<file path="config.mk">
export PLATFORM = sky130hd
export DESIGN_NAME = websocket_frame_deframer_unit
export DESIGN_NICKNAME = d
export VERILOG_FILES = /design/src/hdl/wsfd_pkg.sv /design/src/hdl/wsfd_in_stage.sv /design/src/hdl/wsfd_parser.sv /design/src/hdl/wsfd_out_stage.sv /design/src/hdl/websocket_frame_deframer_unit.sv
export SDC_FILE = /design/constraint.sdc
export NUM_CORES = 1
export LEC_CHECK = 0
export ABC_AREA = 1
export BUFFER_PORTS_ARGS = -buffer_cell sky130_fd_sc_hd__buf_2
export CAP_MARGIN = 25
export CORE_MARGIN = 3
export CORE_UTILIZATION = 55
export DETAILED_ROUTE_END_ITERATION = 12
export GPL_TIMING_DRIVEN = 1
export PLACE_DENSITY = 0.76
export SYNTH_ARGS = -nofsm -noshare
export SYNTH_HDL_FRONTEND = slang
export SYNTH_SLANG_ARGS = --single-unit
</file>
<file path="constraint.sdc">
create_clock -name clk -period 6.7 [get_ports clk]
set_input_delay 0.67 -clock clk [delete_from_list [all_inputs] [get_ports clk]]
set_output_delay 0.67 -clock clk [all_outputs]
set_load 0.02 [all_outputs]
</file>
<file path="src/hdl/wsfd_pkg.sv">
// shared types and constants of the websocket frame deframer
package wsfd_pkg;

	localparam int unsigned BYTE_W   = 8;
	localparam int unsigned LEN_W    = 7;
	localparam int unsigned OPCODE_W = 4;
	localparam int unsigned ERR_W    = 3;
	localparam int unsigned KEY_W    = 32;

	localparam logic [LEN_W-1:0]    LEN_LIMIT         = 7'd125;
	localparam logic [LEN_W-1:0]    MAX_PAYLOAD_RESET = 7'd125;
	localparam logic [OPCODE_W-1:0] OP_DATA_MAX       = 4'h7;
	localparam logic [OPCODE_W-1:0] OP_CONTINUATION   = 4'h0;

	// one-hot parser phases
	typedef enum logic [4:0] {
		PH_IDLE = 5'b00001,
		PH_LEN  = 5'b00010,
		PH_KEY  = 5'b00100,
		PH_DATA = 5'b01000,
		PH_SKIP = 5'b10000
	} phase_t;

	typedef enum logic [ERR_W-1:0] {
		ERR_NONE         = 3'd0,
		ERR_RESERVED     = 3'd1,
		ERR_CONTINUATION = 3'd2,
		ERR_CONTROL_LEN  = 3'd3,
		ERR_LENGTH       = 3'd4
	} err_code_t;

	typedef struct packed {
		logic [BYTE_W-1:0] data_byte;
		logic              frame_first;
	} in_word_t;

	typedef struct packed {
		logic [BYTE_W-1:0]   payload_byte;
		logic                payload_valid;
		logic                payload_last;
		logic [OPCODE_W-1:0] frame_opcode;
		logic [ERR_W-1:0]    error_code;
	} result_t;

endpackage

</file>
<file path="src/hdl/wsfd_in_stage.sv">
// input register stage of the deframer
module wsfd_in_stage (
	input  logic              clk,
	input  logic              arst_n,
	input  logic              in_valid,
	output logic              in_ready,
	input  wsfd_pkg::in_word_t in_word,
	input  logic              take,
	output logic              valid_s1,
	output wsfd_pkg::in_word_t word_s1
);
	import wsfd_pkg::*;

	logic     valid_q;
	in_word_t word_q;

	assign in_ready = !valid_q || take;
	assign valid_s1 = valid_q;
	assign word_s1  = word_q;

	always_ff @(posedge clk or negedge arst_n) begin
		if (!arst_n) begin
			valid_q <= 1'b0;
		end else if (in_ready) begin
			valid_q <= in_valid;
		end
	end

	always_ff @(posedge clk) begin
		if (in_ready && in_valid) begin
			word_q <= in_word;
		end
	end

endmodule

</file>
<file path="src/hdl/wsfd_parser.sv">
// header decode, key capture and unmasking, one byte per step
module wsfd_parser (
	input  logic                            clk,
	input  logic                            arst_n,
	input  logic                            step,
	input  wsfd_pkg::in_word_t              word,
	input  logic                            cfg_we,
	input  logic [wsfd_pkg::LEN_W-1:0]      cfg_wdata,
	output logic                            has_res,
	output wsfd_pkg::result_t               res
);
	import wsfd_pkg::*;

	phase_t              phase_q,  phase_d;
	logic [OPCODE_W-1:0] opcode_q, opcode_d;
	logic                mask_q,   mask_d;
	logic [KEY_W-1:0]    key_q,    key_d;
	logic [1:0]          kbs_q,    kbs_d;
	logic [LEN_W-1:0]    rem_q,    rem_d;
	logic [1:0]          idx_q,    idx_d;
	logic [LEN_W-1:0]    max_len_q;

	logic [BYTE_W-1:0] b;
	logic [LEN_W-1:0]  len;
	logic              too_long;
	logic              over_max;
	logic              is_ctrl;
	logic [BYTE_W-1:0] key_byte;

	assign b        = word.data_byte;
	assign len      = b[LEN_W-1:0];
	assign is_ctrl  = opcode_q > OP_DATA_MAX;
	assign too_long = len > LEN_LIMIT;
	assign over_max = !is_ctrl && (len > max_len_q);
	assign key_byte = mask_q ? key_q[{idx_q, 3'b000} +: BYTE_W] : '0;

	always_comb begin
		phase_d  = phase_q;
		opcode_d = opcode_q;
		mask_d   = mask_q;
		key_d    = key_q;
		kbs_d    = kbs_q;
		rem_d    = rem_q;
		idx_d    = idx_q;
		has_res  = 1'b0;
		res      = '0;
		res.frame_opcode = opcode_q;

		if (word.frame_first) begin
			opcode_d = b[OPCODE_W-1:0];
			mask_d   = 1'b0;
			key_d    = '0;
			kbs_d    = '0;
			rem_d    = '0;
			idx_d    = '0;
			res.frame_opcode = b[OPCODE_W-1:0];
			if (b[6:4] != 3'b000) begin
				phase_d          = PH_SKIP;
				has_res          = 1'b1;
				res.payload_last = 1'b1;
				res.error_code   = ERR_RESERVED;
			end else if (!b[7] && (b[OPCODE_W-1:0] == OP_CONTINUATION)) begin
				phase_d          = PH_SKIP;
				has_res          = 1'b1;
				res.payload_last = 1'b1;
				res.error_code   = ERR_CONTINUATION;
			end else begin
				phase_d = PH_LEN;
			end
		end else begin
			case (phase_q)
				PH_LEN: begin
					mask_d = b[7];
					if (is_ctrl && too_long) begin
						phase_d          = PH_SKIP;
						has_res          = 1'b1;
						res.payload_last = 1'b1;
						res.error_code   = ERR_CONTROL_LEN;
					end else if (too_long || over_max) begin
						phase_d          = PH_SKIP;
						has_res          = 1'b1;
						res.payload_last = 1'b1;
						res.error_code   = ERR_LENGTH;
					end else begin
						rem_d = len;
						idx_d = '0;
						if (b[7]) begin
							kbs_d   = '0;
							phase_d = PH_KEY;
						end else if (len == '0) begin
							// empty frame closes at once
							phase_d          = PH_IDLE;
							has_res          = 1'b1;
							res.payload_last = 1'b1;
						end else begin
							phase_d = PH_DATA;
						end
					end
				end
				PH_KEY: begin
					key_d[{kbs_q, 3'b000} +: BYTE_W] = b;
					if (kbs_q == 2'd3) begin
						kbs_d = '0;
						if (rem_q == '0) begin
							phase_d          = PH_IDLE;
							has_res          = 1'b1;
							res.payload_last = 1'b1;
						end else begin
							phase_d = PH_DATA;
						end
					end else begin
						kbs_d = kbs_q + 2'd1;
					end
				end
				PH_DATA: begin
					idx_d             = idx_q + 2'd1;
					rem_d             = rem_q - 7'd1;
					has_res           = 1'b1;
					res.payload_byte  = b ^ key_byte;
					res.payload_valid = 1'b1;
					res.payload_last  = (rem_q == 7'd1);
					if (rem_q == 7'd1) begin
						phase_d = PH_IDLE;
					end
				end
				default: begin
					// idle or discarding: stray bytes dropped
				end
			endcase
		end
	end

	always_ff @(posedge clk or negedge arst_n) begin
		if (!arst_n) begin
			phase_q  <= PH_IDLE;
			opcode_q <= '0;
			mask_q   <= 1'b0;
			key_q    <= '0;
			kbs_q    <= '0;
			rem_q    <= '0;
			idx_q    <= '0;
		end else if (step) begin
			phase_q  <= phase_d;
			opcode_q <= opcode_d;
			mask_q   <= mask_d;
			key_q    <= key_d;
			kbs_q    <= kbs_d;
			rem_q    <= rem_d;
			idx_q    <= idx_d;
		end
	end

	always_ff @(posedge clk or negedge arst_n) begin
		if (!arst_n) begin
			max_len_q <= MAX_PAYLOAD_RESET;
		end else if (cfg_we) begin
			max_len_q <= cfg_wdata;
		end
	end

endmodule

</file>
<file path="src/hdl/wsfd_out_stage.sv">
// result register toward the output stream
module wsfd_out_stage (
	input  logic              clk,
	input  logic              arst_n,
	input  logic              load,
	input  wsfd_pkg::result_t res,
	output logic              free,
	input  logic              out_ready,
	output logic              out_valid,
	output wsfd_pkg::result_t out_res
);
	import wsfd_pkg::*;

	logic    valid_q;
	result_t res_q;

	assign free      = !valid_q || out_ready;
	assign out_valid = valid_q;
	assign out_res   = res_q;

	always_ff @(posedge clk or negedge arst_n) begin
		if (!arst_n) begin
			valid_q <= 1'b0;
		end else if (load) begin
			valid_q <= 1'b1;
		end else if (out_ready) begin
			valid_q <= 1'b0;
		end
	end

	always_ff @(posedge clk) begin
		if (load) begin
			res_q <= res;
		end
	end

endmodule

</file>
<file path="src/hdl/websocket_frame_deframer_unit.sv">
// top level of the websocket frame deframer
// Deframes a received websocket byte stream (base framing, 7-bit lengths only).
// One byte enters per word on the slave stream, tuser high on the first byte
// of each frame. The block decodes the two-byte header, collects the four-byte
// masking key when the mask bit is set and then sends each payload byte
// unmasked, tlast on the final one. A header error (reserved bits set, fin clear
// on a continuation, any payload over 125, or a data payload over max_payload_len)
// gives one error word with tlast and the rest of the frame is dropped; an empty
// frame gives one empty word with tlast. Header and key bytes give no output.
// Rate: one byte per cycle sustained while m_axis_tready stays high. Each byte
// is held in the input register and then decoded into the result register,
// which offers its result on the output stream; the parser state update is
// the only loop.
// cfg_wdata is taken whenever cfg_we is high and must only change while the
// block is idle.
module websocket_frame_deframer_unit (
	input  logic       clk,
	input  logic       arst_n,
	// configuration: max_payload_len
	input  logic       cfg_we,
	input  logic [6:0] cfg_wdata,
	// received bytes
	input  logic       s_axis_tvalid,
	output logic       s_axis_tready,
	input  logic [7:0] s_axis_tdata,   // [7:0] data_byte
	input  logic       s_axis_tuser,   // [0] frame_first
	// results
	output logic       m_axis_tvalid,
	input  logic       m_axis_tready,
	output logic [7:0] m_axis_tdata,   // [7:0] payload_byte
	output logic [7:0] m_axis_tuser,   // [0] payload_valid, [4:1] frame_opcode, [7:5] error_code
	output logic       m_axis_tlast    // payload_last
);
	import wsfd_pkg::*;

	in_word_t in_word;
	in_word_t word_s1;
	logic     valid_s1;
	logic     out_free;
	logic     take;
	logic     has_res;
	result_t  res;
	result_t  out_res;

	assign in_word.data_byte   = s_axis_tdata;
	assign in_word.frame_first = s_axis_tuser;

	// a byte leaves the input register once the result register can take its result
	assign take = valid_s1 && out_free;

	wsfd_in_stage u_in (
		.clk      (clk),
		.arst_n   (arst_n),
		.in_valid (s_axis_tvalid),
		.in_ready (s_axis_tready),
		.in_word  (in_word),
		.take     (take),
		.valid_s1 (valid_s1),
		.word_s1  (word_s1)
	);

	wsfd_parser u_parser (
		.clk       (clk),
		.arst_n    (arst_n),
		.step      (take),
		.word      (word_s1),
		.cfg_we    (cfg_we),
		.cfg_wdata (cfg_wdata),
		.has_res   (has_res),
		.res       (res)
	);

	wsfd_out_stage u_out (
		.clk       (clk),
		.arst_n    (arst_n),
		.load      (take && has_res),
		.res       (res),
		.free      (out_free),
		.out_ready (m_axis_tready),
		.out_valid (m_axis_tvalid),
		.out_res   (out_res)
	);

	// pack the result word
	assign m_axis_tdata      = out_res.payload_byte;
	assign m_axis_tuser[0]   = out_res.payload_valid;
	assign m_axis_tuser[4:1] = out_res.frame_opcode;
	assign m_axis_tuser[7:5] = out_res.error_code;
	assign m_axis_tlast      = out_res.payload_last;

endmodule

</file>
## Yosys cells after proc, flatten, opt, wreduce, memory -nomap -nowiden

Index checks and enable logic that the tools add are counted.

- Flip-flop bits (word level): 88
- Output and inout port bits: 19
- Logic and storage cells: 121

- Add/sub/neg operators: 4
- Magnitude comparators: 3
- Equality and inequality tests: 10
- Shift-type cells: 3
- Mux-type cells: 53
- Bitwise operators: 2
- Reduce and logical (&&, ||, !) cells: 29

Operators with widths:

| kind | number |
|---|---|
| $mux W32 | 2 |
| $mux W5 | 7 |
| $bwmux W32 | 1 |
| $shift A8 B7 Y32 const A | 1 |
| $shiftx A32 B6 Y8 | 1 |
| $shiftx A8 B7 Y32 | 1 |
| $mux W7 | 3 |
| $mux W2 | 9 |
| $mux W4 | 4 |
| $mux W1 | 15 |
| $mux W3 | 5 |
| $pmux W5 S3 | 1 |
| $logic_not A7 Y1 | 2 |
| $pmux W7 S2 | 1 |
| $ne A3 B3 Y1 const B | 3 |
| $reduce_bool A3 Y1 | 3 |
| $mux W8 | 1 |
| $pmux W2 S2 | 2 |
| $reduce_and A4 Y1 | 2 |
| $xor A8 B8 Y8 | 1 |
| $eq A7 B1 Y1 const B | 1 |
| $gt A7 B7 Y1 | 1 |
| $gt A7 B7 Y1 const B | 1 |
| $neg A5 Y7 | 1 |
| 19 further kinds | 35 |

## Depth between registers and ports, before layout

- Word-level depth: 10
- Mapped depth: 14

## Modules after synthesis

Synthesis repeated with hierarchy kept, for this count alone.

- Cells, all modules: 560
- Area total of the unflattened synthesis: 4767.1 um^2

By module, submodules not included:

| module | instances | cells an instance | area an instance (um^2) | seq. area each (um^2) |
|---|---|---|---|---|
| wsfd_parser | 1 | 519 | 3878.7 | 1510.2 |
| wsfd_out_stage | 1 | 22 | 555.5 | 535.5 |
| wsfd_in_stage | 1 | 15 | 315.3 | 295.3 |
| websocket_frame_deframer_unit | 1 | 4 | 17.5 | 0.0 |

## Least setup slack after synthesis

Ideal clock, no wire load.

- Path kind: register to register
- From: register u_parser.max_len_q[6]
- To: register u_out.res_q (netlist bit u_out.out_res[0]), enable pin
- Library setup time: 0.369 ns
- Arrival time: 1.739 ns
- Required time: 6.331 ns
- Setup slack: 4.593 ns
- Cell stages (with the launch flop): 13
- Path buffers: 0
- Cells stage by stage: dfstp_2 > inv_1 > ha_1 > nand2_1 > nor2_1 > nand2_1 > nand2_1 > nand2_1 > nand3_1 > nand2_1 > nand2_1 > nand2_1 > inv_1

- Longest elaborated chain between the ends: 8

Ends and longest elaborated chain:

| item | line | RTL |
|---|---|---|
| start: declaration | wsfd_parser.sv:21 | `logic [LEN_W-1:0] max_len_q;` |
| start signal: assignment | wsfd_parser.sv:157 | `max_len_q <= cfg_wdata;` |
| $gt A7 B7 Y1 | wsfd_parser.sv:34 | `assign over_max = !is_ctrl && (len > max_len_q);` |
| $logic_and A1 B1 Y1 | wsfd_parser.sv:34 |  |
| $logic_or A1 B1 Y1 | wsfd_parser.sv:79 | `end else if (too_long \|\| over_max) begin` |
| $mux W1 | wsfd_parser.sv:79 |  |
| $mux W1 | wsfd_parser.sv:74 | `if (is_ctrl && too_long) begin` |
| $pmux W1 S3 | wsfd_parser.sv:71 | `case (phase_q)` |
| $mux W1 | wsfd_parser.sv:49 | `if (word.frame_first) begin` |
| $logic_and A1 B1 Y1 | websocket_frame_deframer_unit.sv:76 | `.load (take && has_res),` |
| via u_out.load | wsfd_out_stage.sv:5 | `input logic load,` |
| end signal: assignment | wsfd_out_stage.sv:33 | `res_q <= res;` |
| end: declaration | wsfd_out_stage.sv:15 | `result_t res_q;` |

The timed path passes the listed nets, and every way through them passes these cells.
A chain may end at the register's enable or synchronous reset.

## Worst setup path after layout

- From: register u_in.word_q (netlist bit u_in.word_s1[0])
- To: register u_out.res_q (netlist bit u_out.out_res[10]), enable pin

- Longest elaborated chain between the ends: 2

Ends and longest elaborated chain:

| item | line | RTL |
|---|---|---|
| start: declaration | wsfd_in_stage.sv:15 | `in_word_t word_q;` |
| start signal: assignment | wsfd_in_stage.sv:31 | `word_q <= in_word;` |
| $mux W1 | wsfd_parser.sv:49 |  |
| $logic_and A1 B1 Y1 | websocket_frame_deframer_unit.sv:76 |  |
| via u_out.load | wsfd_out_stage.sv:5 |  |

The timed path passes the listed nets, and every way through them passes these cells.

==> out/results.env <==
WORST_SKEW_PAIR.LATE_LATENCY_PS=370
SLEW_OF_THE_PIN_WITH_THE_LOWEST_SLEW_MARGIN_PS=827.4
DIEAREA_UM2=9546
SYNTHDOMINANTCELLAREASHARE_PCT=29.75
SEQ_AREA_FRAC_SYNTH_PCT=50.61
FMAXACHIEVABLE_MHz=384.0
SETUP_VIOL_COUNT_FINAL=0
GRT_FIRST_PASS_WIRELENGTH_UM=18640
NETLIST_INSTANCES=552
MAX-SLEW-MARGIN-REL_PCT=44.84
REGTOREGENDPOINT='u_out.out_res[10]'
SYNTH_COMMONEST_CELLS='116 x nand2_1, 77 x o21ai_0, 76 x inv_1, 55 x dfrtp_1, 42 x nand3_1'
DR.PASS1.ITERS=6
GRT_SETUP_UNREPAIRED='no'
CPMAXSTAGEDELAYCELL='edfxtp_1'
WORSTPATHARRIVAL_PS=2620
FINAL_HOLD_VIO_COUNT=0
TOT_GR_TRACK_USE_PCT=24.66
CRIT_PATH_CELL_TRACE='inv_2 > nor3_1 > nor2_1 > nand2_1 > inv_1'
SYN-CELL-AREA_UM2=4626
WIRE_PER_INST_UM=16.36
SYNTH-EDFF-COUNT=26
DRT.ANTENNA.VIOLATING_NETS=0
NUM_VIAS=3967
CELLPOWERDENSITY_nW_PER_UM2=296.5
FINAL.MIN_CLOCK_PERIOD_PS=2604
SYNTH.DISTINCT_CELLS=39
DIE_H_UM=97.71
WORST_R2R_PATH_DEPTH=5
FLOP_AND_LATCH_COUNT_OUT_OF_SYNTHESIS=88
TOP_LEVEL_PORTS=40
TOTAL_WIRELENGTH_OF_THE_DETAILED_ROUTED_DESIGN_UM=11320
CRITICAL_PATH.MAX_FANOUT=21
CRITICAL_PATH_CELL_COUNT=5
SYNTH-ASYNC-RESET-RATIO_PCT=70.45
FLOORPLAN.INITIALDENSITY_PCT=58.35
IR_DROP_V=0.0001590
GLOBALPLACE.CONGESTION=0.9871
GRT_MAX_DEGREE=63
FIRST_GLOBAL_VIAS=3692
ANTENNADIODECOUNT=0
TIMING.CLOCK.SKEW_PS=8.999
TRITONCTS_NUM_SINKS=88
TIMING.REG2REG.SETUP_SLACK_PS=4100
SYNTH.MOST_COMMON_CELL='nand2_1'
ROWS=32
PLACEABLECOREAREA_UM2=7928
POST_CTS_BUFFERS=0
DIEWIDTH_UM=97.71
WORST_PATH_DOMINANT_CELL_FAMILY='flip-flops'
CRITICALPATHCATEGORY='reg -> reg'
GRT_ANTENNA_BEFORE_REPAIR=0
OUTCOME='complete, no violations'
YOSYS.AREA.TOP_TYPE='dfrtp_1'
CLOCK_TREE_FROM_TRITONCTS='yes'
CLOCK_TREE.BUFFER_DEPTH=2
FINAL_MAX_SLEW_VIOL_COUNT=0
SYN_NETS=587
VIAS_PER_CELL=5.733
POST_CTS_RESIZE_COUNT=0
MIN_PATH_TYPE='in -> async'
DRIVE_GT1_SHARE_PCT=13.90
YS.WARNINGS.COUNT=0
NUMPORTBUFFERS=39
FINAL.HOLD.WORST_SLACK_PS=466.0
POST_CTS_HOLD_BUFFER_COUNT=0
ROOT_BUFFER='clkbuf_8'
FILLCELLCOUNT=694
NUMBER_OF_DRC_MARKERS_IN_ITERATION_0=433
POSTSYNTHAREAPERCELL_UM2=8.380
WORST_R2R_STARTPOINT='u_in.word_s1[0]'
SYNTH.AREA.TOP_CELLS='dfrtp_1 30%, edfxtp_1 17%, nand2_1 9.4%'
FIN_SETUP_TNS_PS=0
MAXCAPVIOLATIONS=0
AREA.GROWTH.SYNTH_TO_FINAL_PCT=9.359
CRIT_BUF_INV=2
GRT_OVERFLOW=0
CTS.HTREE.LEVELS=3
NUM-NETS-FINAL=620
P_LEAK_nW=2.316
DRC_ERRORS=0
CTS_INSERTED_BUFFERS=9
CP.REQUIRED_PS=6710
CRITICAL_PATH.STARTPOINT_TYPE='flip-flop'
DETAILED_PLACE_HPWL_UM=8284
DOMINANTREGCELLSYNTH='dfrtp_1'
POST-ROUTE-PERIOD-UTIL_PCT=38.87
CLKSLEWWORSTSETUPHOLDPATHS_PS=80
WORST_PATH_LARGEST_CELL_DELAY_PS=890
ENDPOINT_KIND='flip-flop'
[registers in the layout, summed over array words and instances, names as in the netlist, 4 cells and up]
register / cells
u_out.out_res: 17
u_parser.key_q: 32
u_parser.opcode_q: 4
u_parser.rem_q: 7
u_parser.phase_q: 5
u_parser.max_len_q: 7
u_in.word_s1: 9
[layout by cell type (no fill, tap or decap), drive strengths merged, types with 2 or more instances in the layout]
| master | count |
|---|---|
| a21oi | 32 |
| buf | 40 |
| clkbuf | 12 |
| clkinv | 3 |
| dfrtp | 55 |
| dfstp | 7 |
| edfxtp | 26 |
| ha | 14 |
| inv | 79 |
| nand2 | 119 |
| nand3 | 43 |
| nand4 | 17 |
| nor2 | 38 |
| nor3 | 6 |
| o211ai | 2 |
| o21a | 2 |
| o21ai | 86 |
[power by group]
group / internal [W] / switching (W) / leakage, nW
combinational: 0.000131 / 0.000289 / 1.16
clock: 0.000167 / 0.000185 / 0.0975
sequential: 0.000646 / 0.0000824 / 1.06
total: 0.000944 / 0.000556 / 2.32
[routing by layer]
| layer | GRT usage (%) | wire, µm |
|---|---|---|
| met4 | 9.798 | 335 |
| met5 | 0 | 0 |
| met1 | 35.33 | 4889 |
| met2 | 37.90 | 5086 |
| met3 | 3.733 | 1007 |
[cells by family after synthesis]
kind of cell	count (synthesis)	share of synthesized area [%]
and+or+nand+nor	225	22.23
AOI/OAI and AO/OA	125	14.39
buffers and inverters	97	8.358
DFF	88	50.61
adders and majority gates	14	3.787
xor gates and xnor gates	2	0.3788
muxes	1	0.2434
[metrics by stage]
| step | area (µm²) | setup WS [ps] | power (W) | utilization [%] | std cells |
|---|---|---|---|---|---|
| floorplan | 4626 | 4593 | 0.001029 | - | 552 |
| global placement | 4866 | 4166 | 0.001133 | 61.38 | 676 |
| detailed placement | 4866 | 4122 | 0.001149 | 61.38 | 676 |
| CTS | 5059 | 4110 | 0.001500 | 63.81 | 692 |
| global route | 5059 | 3908 | 0.001600 | 63.81 | 692 |
| finish | 5059 | 4096 | 0.001500 | 63.81 | 692 |
[final cells by class]
class                      count  area (µm²)  share of cell area [%]
sequential                    88        2341                   46.28
inverter                      79       296.5                   5.862
multi-input combinational    367        1898                   37.52
timing repair buffer          40       202.7                   4.007
tap                          102       127.6                   2.523
clock buffer                  12       166.4                   3.290
clock inverter                 4       26.28                  0.5194
[worst register-to-register path: cells and delay by family, from the launching register on]
| family | cells | cell delay, ps |
|---|---|---|
| flops | 1 | 890 |
| buf+inv | 2 | 660 |
| simple gates | 3 | 700 |
[worst max path at each step]
stage,startpoint,end
floorplan,u_parser.max_len_q[6],u_out.out_res[0]
global placement,u_in.word_s1[4],u_out.out_res[13]
detailed placement,u_in.word_s1[0],u_out.out_res[11]
CTS,u_in.word_s1[4],u_out.out_res[14]
global route,u_in.word_s1[0],u_out.out_res[11]
finish,u_in.word_s1[0],u_out.out_res[10]
(Power assumes the default switching activity.)
